$ cat src/rtl/core/mme_pkg.sv
`timescale 1ns / 1ps
package mme_pkg;

	localparam int ANGLE_FRAC_BITS = 16;
	localparam int CORDIC_STEPS    = 20;
	localparam int Q_BITS          = 30;

	// Square-root unit: 56-bit radicand, one result bit per stage.
	localparam int SQ_IN_W  = 56;
	localparam int SQ_LAT   = SQ_IN_W / 2;
	localparam int SQ_WK_W  = SQ_IN_W + 1;

	// CORDIC working width, signed.
	localparam int CW = 34;

	localparam logic signed [CW-1:0] Q_PI        = 34'sd3373259426;
	localparam logic signed [CW-1:0] Q_HALF_PI   = 34'sd1686629713;
	localparam logic signed [CW-1:0] CORDIC_GAIN = 34'sd652032874;

	localparam logic signed [29:0] EX_MAX = 30'sd8388607;
	localparam logic signed [29:0] EX_MIN = -30'sd8388608;

	typedef enum logic [2:0] {
		REG_BEAM_KE     = 3'd0,
		REG_BEAM_MASS   = 3'd1,
		REG_TARGET_MASS = 3'd2,
		REG_EJECT_MASS  = 3'd3,
		REG_RECOIL_MASS = 3'd4
	} cfg_reg_t;

	typedef struct packed {
		logic [19:0] ejectile_energy;
		logic [17:0] scatter_angle;
	} item_t;

	typedef struct packed {
		logic signed [23:0] excitation;
		logic               valid_res;
	} result_t;

	function automatic logic signed [CW-1:0] cordic_atan(input int i);
		logic signed [CW-1:0] a;
		begin
			case (i)
				0:  a = 34'sd843314857;
				1:  a = 34'sd497837829;
				2:  a = 34'sd263043837;
				3:  a = 34'sd133525159;
				4:  a = 34'sd67021687;
				5:  a = 34'sd33543516;
				6:  a = 34'sd16775851;
				7:  a = 34'sd8388437;
				8:  a = 34'sd4194283;
				9:  a = 34'sd2097149;
				default: a = (i < 31) ? (34'sd1 <<< (30 - i)) : 34'sd0;
			endcase
			return a;
		end
	endfunction

endpackage

$ cat src/rtl/core/mme_isqrt.sv
`timescale 1ns / 1ps
module mme_isqrt (
	input  logic                        clk,
	input  logic                        arst_n,
	input  logic                        in_vld,
	input  logic [mme_pkg::SQ_IN_W-1:0] radicand,
	output logic                        out_vld,
	output logic [mme_pkg::SQ_LAT-1:0]  root
);
	import mme_pkg::*;

	logic [SQ_WK_W-1:0] rem_s  [0:SQ_LAT];
	logic [SQ_WK_W-1:0] root_s [0:SQ_LAT];
	logic               vld_s  [0:SQ_LAT];

	assign rem_s[0]  = {1'b0, radicand};
	assign root_s[0] = '0;
	assign vld_s[0]  = in_vld;

	// Restoring square root: stage g settles the result bit of weight 2^(SQ_LAT-1-g).
	for (genvar g = 0; g < SQ_LAT; g++) begin : g_step
		localparam logic [SQ_WK_W-1:0] BIT = SQ_WK_W'(1) << (2 * (SQ_LAT - 1 - g));
		logic [SQ_WK_W-1:0] trial;
		assign trial = root_s[g] + BIT;

		always_ff @(posedge clk or negedge arst_n) begin
			if (!arst_n) begin
				vld_s[g+1] <= 1'b0;
			end else begin
				vld_s[g+1] <= vld_s[g];
			end
		end

		always_ff @(posedge clk) begin
			if (rem_s[g] >= trial) begin
				rem_s[g+1]  <= rem_s[g] - trial;
				root_s[g+1] <= (root_s[g] >> 1) + BIT;
			end else begin
				rem_s[g+1]  <= rem_s[g];
				root_s[g+1] <= root_s[g] >> 1;
			end
		end
	end

	assign out_vld = vld_s[SQ_LAT];
	assign root    = root_s[SQ_LAT][SQ_LAT-1:0];

endmodule

$ cat config.mk
export PLATFORM = sky130hd
export DESIGN_NAME = mme_isqrt
export DESIGN_NICKNAME = d
export VERILOG_FILES = /design/src/rtl/core/mme_pkg.sv /design/src/rtl/core/mme_isqrt.sv
export SDC_FILE = /design/constraint.sdc
export NUM_CORES = 2
export LEC_CHECK = 0
export CORE_AREA = 2 2 242 482
export CTS_CLUSTER_DIAMETER = 60
export CTS_CLUSTER_SIZE = 14
export DETAILED_ROUTE_END_ITERATION = 10
export DIE_AREA = 0 0 244 484
export DONT_BUFFER_PORTS = 1
export GPL_TIMING_DRIVEN = 0
export MAX_ROUTING_LAYER = met4
export PLACE_DENSITY = 0.86
export SYNTH_ARGS = -nofsm -noshare
export SYNTH_HDL_FRONTEND = slang
export SYNTH_SLANG_ARGS = --single-unit
$ cat constraint.sdc
create_clock -name clk -period 7.71 [get_ports clk]
set_clock_uncertainty 0.05 [all_clocks]
set_input_delay 1.542 -clock clk [delete_from_list [all_inputs] [get_ports clk]]
set_output_delay 1.542 -clock clk [all_outputs]
set_load 0.03 [all_outputs]
# == Word-level counts from Yosys, hierarchy flattened ==
# Cells that the tools add are included.
# totals
ff_bits,3132
latchBits,0
mem_bits_rw,0
romBits,0
output_inout_bits,29
elab_cells,274
memories,0
# op_classes
n_addsub,81
mul,0
div,0
magnitude_cmp,28
eq_ne,0
shift,0
muxes,55
bitwise_logic,0
reduce_logical,0
# ops
operator,n
57-bit greater-or-equal comparator,26
57-bit 2-to-1 mux,26
56-bit 2-to-1 mux,26
57-bit subtractor,25
55-bit 2-to-1 mux,2
"56-bit by 11-bit adder with 57-bit output, second input constant",1
"56-bit by 13-bit adder with 57-bit output, second input constant",1
"56-bit by 15-bit adder with 57-bit output, second input constant",1
"56-bit by 17-bit adder with 57-bit output, second input constant",1
"56-bit by 19-bit adder with 57-bit output, second input constant",1
"56-bit by 21-bit adder with 57-bit output, second input constant",1
"56-bit by 23-bit adder with 57-bit output, second input constant",1
"56-bit by 25-bit adder with 57-bit output, second input constant",1
"56-bit by 27-bit adder with 57-bit output, second input constant",1
"56-bit by 29-bit adder with 57-bit output, second input constant",1
"56-bit by 3-bit adder with 57-bit output, second input constant",1
"56-bit by 31-bit adder with 57-bit output, second input constant",1
"56-bit by 33-bit adder with 57-bit output, second input constant",1
"56-bit by 35-bit adder with 57-bit output, second input constant",1
"56-bit by 37-bit adder with 57-bit output, second input constant",1
"56-bit by 39-bit adder with 57-bit output, second input constant",1
"56-bit by 41-bit adder with 57-bit output, second input constant",1
"56-bit by 43-bit adder with 57-bit output, second input constant",1
"56-bit by 45-bit adder with 57-bit output, second input constant",1
other kinds (40),40

# == Depth between registers and ports, before layout ==
# logic_depth
ltp_word,3
depth_mapped,14
ltp_nobuf,12

# == Worst setup path before layout ==
# OpenSTA, ideal clock, no wires.
# synth_path
kind,register to register
startpoint,register root_s[134] (netlist bit)
endpoint,register rem_s[102] (netlist bit)
setup_time_ns,0.117
t_arrival_ns,2.977
required_ns,7.543
setup_slack_ns,4.566
stages_incl_launch_ff,13
n_path_buf,2
synth_period_minus_slack_ns,3.144
cell_sequence,dfxtp_1 -> inv_1 -> ha_1 -> clkbuf_1 -> a21oi_1 -> o21ai_1 -> a2111o_1 -> a211oi_1 -> o21ai_1 -> a21oi_1 -> clkbuf_1 -> nor2_1 -> a32o_1
# synth_between
elab_chain_cells,3
word_cells_on_any_way,4
classes_between,add/sub: 2; order compare: 1; mux: 1
# synth_rtl
element,line,text
start: declaration,mme_isqrt.sv:13,logic [SQ_WK_W-1:0] root_s [0:SQ_LAT];
start signal: indexed assignment,mme_isqrt.sv:37,root_s[g+1] <= (root_s[g] >> 1) + BIT;
start signal: indexed assignment,mme_isqrt.sv:40,root_s[g+1] <= root_s[g] >> 1;
57-bit by 3-bit adder with 57-bit output (*),mme_isqrt.sv:24,assign trial = root_s[g] + BIT;
57-bit subtractor or 57-bit greater-or-equal comparator (tied branches),"mme_isqrt.sv:36, mme_isqrt.sv:35",
57-bit 2-to-1 mux (*),mme_isqrt.sv:35,if (rem_s[g] >= trial) begin
end signal: indexed assignment,mme_isqrt.sv:36,rem_s[g+1] <= rem_s[g] - trial;
end signal: indexed assignment,mme_isqrt.sv:39,rem_s[g+1] <= rem_s[g];
end: declaration,mme_isqrt.sv:12,logic [SQ_WK_W-1:0] rem_s [0:SQ_LAT];
# Mark *: on every way between the ends. The rest lies on a longest branch, timed or not.
# A chain may end at the register's enable or synchronous reset.

# == Worst setup path in the final report ==
# layout_path
startpoint,register root_s[488] (netlist bit)
endpoint,register rem_s[432] (netlist bit)
# layout_between
elab_chain_cells,3
word_cells_on_any_way,4
classes_between,add/sub: 2; order compare: 1; mux: 1
# layout_rtl
element,line
57-bit by 15-bit adder with 57-bit output (*),mme_isqrt.sv:24
57-bit subtractor or 57-bit greater-or-equal comparator (tied branches),"mme_isqrt.sv:36, mme_isqrt.sv:35"
57-bit 2-to-1 mux (*),mme_isqrt.sv:35
# Marked as above.

==> flow_summary.ini <==
[setup_path]
timing.critical_path.max_delay_family = buffers and inverters
cp_max_fo = 11
critical_path_required_ps = 8310
critPathBufInv = 5
critical_path_class = register to register
critical_path_cell_list = inv_1 -> ha_1 -> clkbuf_1 -> and4_1 -> nand4_1 -> nor4_1 -> nor2_1 -> nand3_1 -> nor2b_1 -> inv_2 -> buf_1 -> clkbuf_1 -> a21oi_1
crit_arrival_ps = 7350
critical_path.endpoint_type = register
critical_path.startpoint_type = register
crit_path_frequent_cell = sky130_fd_sc_hd__clkbuf_1
cp_slowest_cell = sky130_fd_sc_hd__nor4_1
slowest_delay_ps = 1370

[timing]
finalHoldViolations = 0
worst-slew-pin-transition_ps = 1640
clock.fmax_ghz = 0.148
drv_slew = 10
timing.setup.tns_ps = 0
worst_slew_margin_rel = -0.0932
setup_repair_after_global_routing_missed_its_margin = no
period_needed_ps = 6750
number_of_failing_setup_endpoints_in_the_final_timing_report = 0
finalCritPeriodShare = 0.876

[detailed_routing]
final_antenna_net_count = 0
avgRoutedWirePerCell_um = 25.3
dr.pass1.iters = 8
finalWirelength_um = 228000
routed-via-count = 55600
detail_route.iter0.violations = 2968
post-route-drc-count = 0
post_drt_via_cell_ratio = 6.17

[floorplan]
die_area_um2 = 118000
placeableCoreArea_um2 = 115000
initial_core_util = 0.642
row_count = 176
die_h_um = 484
ios = 88
chipWidth_um = 244

[placed_design]
place_hpwl_um = 176000
placement.cell_area_um2 = 75600
io_buffers = 0
place.gp.congestion = 1.03

[status]
outcome = finished with violations
failed_checks = capacitance limit, slew limit

[layout]
share_of_cells_above_drive_strength_1 = 0.0428
area_growth_pct = 8.68
fin_area_um2 = 80000
layout.nets = 7949
sequential_cell_area_um2 = 39600
layout.filler_cells = 8169
multiInputGateArea_um2 = 31500

[yosys]
netlist_instances = 7293
synth_cell_type_count = 90
ys_ff_latch = 1973
syn-num-nets = 7784
synthFlopType = sky130_fd_sc_hd__dfxtp_1
synth_edf_count = 0
syn_area_um2 = 73700
postSynth.asyncResetShare = 0.0142
synth_sequential_area_ratio = 0.538
syn_avg_cell_area_um2 = 10.1
synth_warnings = 0

[clock_tree]
clock_buffer_count_from_cts = 158
cts_sinks = 1973
ctsHoldBuffers = 0
cts-root-to-sink-buffers = 3
insertion_delay_ps = 860
post_cts.repair.setup_buffers = 0
clock_tree_from_tritoncts = done
clkTransAtPathRegs_ps = 70
cts_resized = 0
clock_tree.root_cell = sky130_fd_sc_hd__clkbuf_16
htreeDepth = 4

[pwr]
leakagePower_nw = 36.2
p_per_area_nw_per_um2 = 362
ir_worst_vdd_mv = 0.287

[grt]
remaining_overflow_grt = 0
grt_util_all_layers = 0.397
grt_pass1_wl_um = 337000
via_count_of_the_first_global_routing_pass = 60000
antenna_violations_before_repair = 16
grt_start_max_net_pins = 29

[worst_hold_path]
timing.hold.worst.class = register to register

[flow_run]
max_cap_viol_count = 3
==> per-stage QoR <==
stage	total power [mW]	setup slack, ps	util	std cells	hold WS [ps]
floorplan	19.0	4570	-	7293	272
global placement	21.2	1640	0.658	8806	281
detailed placement	21.5	1590	0.659	8809	280
CTS	28.8	1570	0.697	8989	239
global route	30.2	1270	0.698	9004	256
finish	29.0	958	0.698	9008	247
==> cells in the final DEF, fill, tap and decap left out, types with 37 or more instances in the layout <==
master                      synthesis  routed
sky130_fd_sc_hd__a211oi_1          41      41
sky130_fd_sc_hd__a21o_1           137     137
sky130_fd_sc_hd__a21oi_1          358     358
sky130_fd_sc_hd__a31oi_1           39      39
sky130_fd_sc_hd__clkbuf_1         105     112
sky130_fd_sc_hd__clkbuf_16          0     158
sky130_fd_sc_hd__dfxtp_1         1945    1945
sky130_fd_sc_hd__ha_1             432     432
sky130_fd_sc_hd__inv_1            527     527
sky130_fd_sc_hd__mux2_2            40      40
sky130_fd_sc_hd__nand2_1          519     519
sky130_fd_sc_hd__nand2b_1          87      87
sky130_fd_sc_hd__nand3_1          127     127
sky130_fd_sc_hd__nand4_1          108     108
sky130_fd_sc_hd__nor2_1           417     417
sky130_fd_sc_hd__nor2b_1           49      49
sky130_fd_sc_hd__nor3_1           178     178
sky130_fd_sc_hd__nor4_1           280     279
sky130_fd_sc_hd__o21a_1            77      77
sky130_fd_sc_hd__o21ai_0          392     392
sky130_fd_sc_hd__o31ai_1           53      53
sky130_fd_sc_hd__or2_2             37      37
sky130_fd_sc_hd__or3_1             89      89
sky130_fd_sc_hd__or4_1             68      68
sky130_fd_sc_hd__xnor2_1          340     340
sky130_fd_sc_hd__xor2_1           334     334
==> logic make-up (layout without fill, tap and decap cells) <==
kind of cell | Yosys count | count (layout) | share of synthesized area
and+or+nand+nor | 2167 | 2167 | 0.154
DFF | 1973 | 1973 | 0.538
AOI/OAI and AO/OA | 1330 | 1330 | 0.113
xor gates and xnor gates | 674 | 674 | 0.0801
buffers and inverters | 667 | 852 | 0.0343
adders and majority gates | 432 | 432 | 0.0734
muxes | 50 | 50 | 0.00747
other | 0 | 17 | 0
==> cell type report <==
| class | instances | area share |
|---|---|---|
| flip-flops and latches | 1973 | 0.495 |
| multi-input cells | 4653 | 0.394 |
| clock buffers | 165 | 0.0497 |
| inverters | 531 | 0.0249 |
| well taps | 1513 | 0.0236 |
| plain buffers | 136 | 0.00671 |
| clock inverters | 15 | 0.00506 |
| diodes | 17 | 0.000531 |
| repair buffers | 5 | 0.000438 |
==> per-layer routing <==
layer  up-vias  wire (um)  track usage
met3      1555       9750       0.0810
met1     26100      55600        0.236
met2      2254     127000        0.765
li1      25700          -            -
met4         0      35700        0.506
met5         -          0            -
==> power by group <==
group          switching, mW  total, mW  internal [mW]
registers               1.96       14.4           12.4
clock network           3.67       7.38           3.71
logic                   4.24       7.23           2.98
total                   9.87       29.0           19.1
==> cell usage after synthesis (all sizes together), types with 108 or more instances <==
library cell  instances  area (um^2)
inv                 531         1990
nand2               519         1950
nor3                180          911
nor4                287         1840
a21oi               359         1800
nor2                417         1570
a21o                137         1030
xnor2               340         2980
ha                  432         5410
xor2                334         2930
nand3               127          636
o21ai               397         1990
dfxtp              1945        38900
nand4               108          676
==> flip-flops by register name (all words and copies together) (netlist names) <==
register / count
out_vld: 1
root: 28
rem_s: 1539
vld_s: 27
root_s: 378
==> path summary, 6_finish.rpt <==
path | slack, ps | from | cells past startpoint | end
setup / recovery | 960 | root_s[488] | 13 | rem_s[432]
hold / removal | 250 | rem_s[822] | 0 | rem_s[765]
setup reg to reg | 960 | root_s[488] | 13 | rem_s[432]
hold reg to reg | 250 | rem_s[822] | 0 | rem_s[765]
max in group asynchronous | 7180 | arst_n | 0 | vld_s[23]
min in group asynchronous | 350 | arst_n | 0 | vld_s[1]
Note: power is estimated with default switching activity, not from simulation.
